<file path="src/sv/pdvm_cdiv.sv">
module pdvm_cdiv #(
   parameter int DIVISOR = 10,
   parameter int IN_W = 14
) (
   input  logic                         clock,
   input  logic [IN_W-1:0]              value,
   output logic [IN_W-1:0]              quot,
   output logic [$clog2(DIVISOR)-1:0]   rem
);
   // Reciprocal multiplication; the shift is wide enough that the quotient is exact.
   localparam int SH = IN_W + $clog2(DIVISOR) + 1;
   localparam int RW = IN_W + 3;
   localparam int DW = $clog2(DIVISOR + 1);
   localparam int RMW = $clog2(DIVISOR);
   localparam logic [63:0] RECIP = ((64'd1 << SH) + 64'(DIVISOR) - 64'd1) / 64'(DIVISOR);
   localparam logic [RW-1:0] RECIP_C = RECIP[RW-1:0];
   localparam logic [DW-1:0] DIV_C = DW'(DIVISOR);

   logic [IN_W+RW-1:0] prod;
   logic [IN_W+RW-1:0] prod_sh;
   logic [IN_W-1:0]    q_in;
   logic [IN_W-1:0]    q_ff;
   logic [IN_W-1:0]    v_ff;
   logic [IN_W+DW-1:0] qd;
   logic [IN_W+DW-1:0] diff;

   assign prod = {{RW{1'b0}}, value} * {{IN_W{1'b0}}, RECIP_C};
   assign prod_sh = prod >> SH;
   assign q_in = prod_sh[IN_W-1:0];

   always_ff @(posedge clock) begin
      q_ff <= q_in;
      v_ff <= value;
   end

   assign qd = {{DW{1'b0}}, q_ff} * {{IN_W{1'b0}}, DIV_C};
   assign diff = {{DW{1'b0}}, v_ff} - qd;
   assign quot = q_ff;
   assign rem = diff[RMW-1:0];
endmodule

</file>
<file path="config.mk">
export PLATFORM = sky130hd
export DESIGN_NAME = pdvm_cdiv
export DESIGN_NICKNAME = d
export VERILOG_FILES = /design/src/sv/pdvm_cdiv.sv
export SDC_FILE = /design/constraint.sdc
export NUM_CORES = 1
export LEC_CHECK = 0
export ABC_AREA = 1
export BUFFER_PORTS_ARGS = -buffer_cell sky130_fd_sc_hd__buf_2
export CAP_MARGIN = 25
export CORE_MARGIN = 5
export CORE_UTILIZATION = 45
export DETAILED_ROUTE_END_ITERATION = 8
export PLACE_DENSITY_LB_ADDON = 0.15
export SYNTH_ARGS = -nofsm -noshare
export SYNTH_HDL_FRONTEND = slang
export SYNTH_SLANG_ARGS = --single-unit
</file>
<file path="constraint.sdc">
create_clock -name clock -period 4.74 [get_ports clock]
set_input_delay 0.237 -clock clock [delete_from_list [all_inputs] [get_ports clock]]
set_output_delay 0.237 -clock clock [all_outputs]
set_load 0.02 [all_outputs]
</file>
Word level (Yosys, flattened, before mapping). Cells that the tools add are included.

Register bits after elaboration: 15. Input bits: 15.

Add/sub/neg operators: 1. $mul: 2.

Operator list (number): $mul A14 B16 Y30 const B (1); $mul A11 B3 Y3 const B (1); $sub A4 B4 Y4 (1).

Depth between registers and ports, before layout.
Depth in word-level cells: 2. Depth in mapped cells: 23. Gate-level depth less buffers: 23.

Worst setup path after synthesis. No wires, ideal clock.

Path kind: input-to-reg. Start point: input value[12]. End point: register q_ff[8], in the netlist quot[8]. Setup time: 0.113 ns. Data arrival time: 4.277 ns. Setup slack: 0.351 ns. Stages: 22. Path buffers: 0. Cells stage by stage: inv_1 > ha_1 > inv_1 > fa_1 > inv_1 > fa_1 > fa_1 > inv_1 > fa_1 > inv_1 > fa_1 > inv_1 > ha_1 > nand2_1 > inv_1 > nand2_2 > nor2_1 > nand2_1 > nor2_1 > nand2_1 > nand4_1 > nand2_1.

Word-level cells in the longest chain between the ends: 1.

RTL lines: start: declaration (line 6) `input logic [IN_W-1:0] value,`; $mul A14 B16 Y30 (line 27) `assign prod = {{RW{1'b0}}, value} * {{IN_W{1'b0}}, RECIP_C};`; via prod[27] (line 19) `logic [IN_W+RW-1:0] prod;`; end signal: assignment (line 32) `q_ff <= q_in;`; end: declaration (line 22) `logic [IN_W-1:0] q_ff;`.

The timed path passes the listed nets, and every way through them passes these cells.

Worst setup path in the final report. Ends and elaborated chain as after synthesis.

==> run_results.csv <==
group,metric,value,unit
finish,stdcell_area,4900,µm²
route,drc_errors,0,
global_routing,grt_max_degree,10,
die,io-pin-count,33,
worst_setup_path,crit_buf_inv,5,
route,routed_wl,9.91,mm
logic_synthesis,synth_edf_count,0,
die,rows,36,
logic_synthesis,synth_cell_types,24,
logic_synthesis,synth_warnings,0,
worst_setup_path,start_kind,"input port",
worst_setup_path,cp_slowest_stage_delay,0.54,ns
logic_synthesis,yosysTopAreaCellShare,0.284,
die,die_area,12100,µm²
clock_tree,cts_root_buf,"clkbuf_8",
global_routing,track_usage,0.183,
logic_synthesis,avgSynthCellArea,7.40,µm²
die,start_util,0.460,
clock_tree,htree_num_levels,1,
logic_synthesis,yosysMostFrequentCell,"inv_1",
place,gp_congestion,0.916,
route,via_per_inst,4.62,
worst_setup_path,critPathMaxFanout,3,
finish,area_delta_synth_final,9.08,%
die,die_y,110,µm
min_path,hold_class,"input port to flip-flop",
route,antenna_left,0,
route,dr_total_vias,3591,
logic_synthesis,synthesis.area,4490,µm²
clock_tree,cts_made_buffers,3,
global_routing,antenna_found_initial,0,
place,dp_cells,773,
global_routing,grt-ovfl-total,0,
finish,num-nets-final,817,
worst_setup_path,end_kind,"flip-flop",
finish,final_util,0.501,
timing,fin_crit_sh,0.929,
timing,fmax,227,MHz
timing,finalSetupViolCount,0,
logic_synthesis,yosys_register_bits,15,
global_routing,grt_pass1_wl,17.2,mm
logic_synthesis,synthFlopType,"dfxtp_1",
global_routing,grt_pass1_vias,3730,
logic_synthesis,yosys.area.top_type,"ha_1",
die,die_w,110,µm
timing,fin_crit,4.40,ns
worst_setup_path,path_delay_family,"adder cells",
timing,finalMaxSlewViolations,0,
clock_tree,cts_max_path_buffers,2,
clock_tree,path_clk_slew,0.07,ns
logic_synthesis,async_flop_share,0,
finish,stdcell_count,777,
clock_tree,numClockSinks,15,
timing,finalHoldViolations,0,
worst_setup_path,cp.arrival,4.56,ns
place,placed_cell_area,4830,µm²
place,dpl.hpwl,9.31,mm
logic_synthesis,synthCells,607,
timing,rsz0062_at_grt,"no",
finish,antenna_cells,0,
place,io_buffer_count,29,
finish,final_layout_size_suffix_gt1_frac,0.0947,
worst_setup_path,crit_type,"input port to flip-flop",
worst_setup_path,required,4.90,ns
flow_run,cap_violations,0,
worst_setup_path,path_cells,"buf_2, buf_4, ha_1, inv_1, fa_1, fa_1, fa_1, inv_1, fa_1, fa_1, ha_1, nand2_1, inv_1, nand2_1, nor2_2, nand2_1, nor2_1, nand2_1, nand4_1, nand2_1",
timing,finalSetupTns,0,ns
route,drt_iter0_markers,128,
worst_setup_path,cp_slowest_cell,"fa_1",
logic_synthesis,synthTopCellsByCount,"inv_1 (168), nand2_1 (155), ha_1 (102)",
clock_tree,ctsHoldBuffers,0,
route,wl_per_cell,12.7,µm
clock_tree,cts_tree,"yes",
logic_synthesis,synth_area_leaders,"ha_1 (28%), fa_1 (25%), inv_1 (14%)",
route,firstDrtPassIters,4,
status,status,"complete, no violations",
die,core_area,9770,µm²
logic_synthesis,synth-seq-area-share,0.0669,
==> worst paths after layout <==
check | start | to | slack (ns) | cells past startpoint
worst max-delay path | value[12] | quot[8] | 0.34 | 20
worst min-delay path | value[1] | v_ff[1] | 0.19 | 1
==> what timing repair did <==
item | 4_1_cts | 5_1_grt
buffers inserted | 0 | 0
gates resized for setup | 0 | 8
endpoints found under the setup margin | 0 | 10
==> layer usage <==
metal	wire length, µm	vias up	global-route usage
met4	201	0	0.0454
li1	-	1893	-
met3	363	12	0.0112
met1	4790	1638	0.254
met5	0	-	0
met2	4550	48	0.309
==> cell families (layout without fill, tap and decap cells) <==
group,after synthesis,after routing,share of synthesized area
simple gates,234,234,0.217
compound gates,18,18,0.0231
xor+xnor,7,7,0.0136
fa+ha+maj,157,157,0.529
other cells,1,3,0.000835
buf+inv,175,210,0.150
flops,15,15,0.0669
==> through the flow <==
| stage | worst slack (ns) | hold WS, ns |
|---|---|---|
| 3_3_place_gp | 0.0211 | 0.463 |
| 4_1_cts | 0.239 | 0.194 |
| 2_1_floorplan | 0.351 | 0.265 |
| 3_5_place_dp | -0.00841 | 0.462 |
| 5_1_grt | 0.0406 | 0.196 |
| 6_report | 0.339 | 0.194 |
==> layout make-up <==
cell class / count / area, µm²
well taps: 133 / 166
clock inverters: 1 / 5.00
clock buffers: 3 / 41.3
flip-flops and latches: 15 / 300
multi-input cells: 419 / 3550
fillers: 1031 / 4870
inverters: 171 / 642
repair buffers: 35 / 190
==> state kept, by name (all words and copies together), names as in the netlist <==
name,cells
quot,11
v_ff,4
==> cell usage in the layout (no fill, tap or decap), types with 11 or more instances in the layout <==
cell,count
dfxtp_1,15
fa_1,55
buf_2,29
nand3_1,22
nand4_1,11
ha_1,101
inv_1,167
nor2_1,30
nand2_1,153
a21oi_1,12
Power is left out: the tool's default activity adds up to more than one toggle a clock period on the data nets, which glitch-free logic cannot reach.
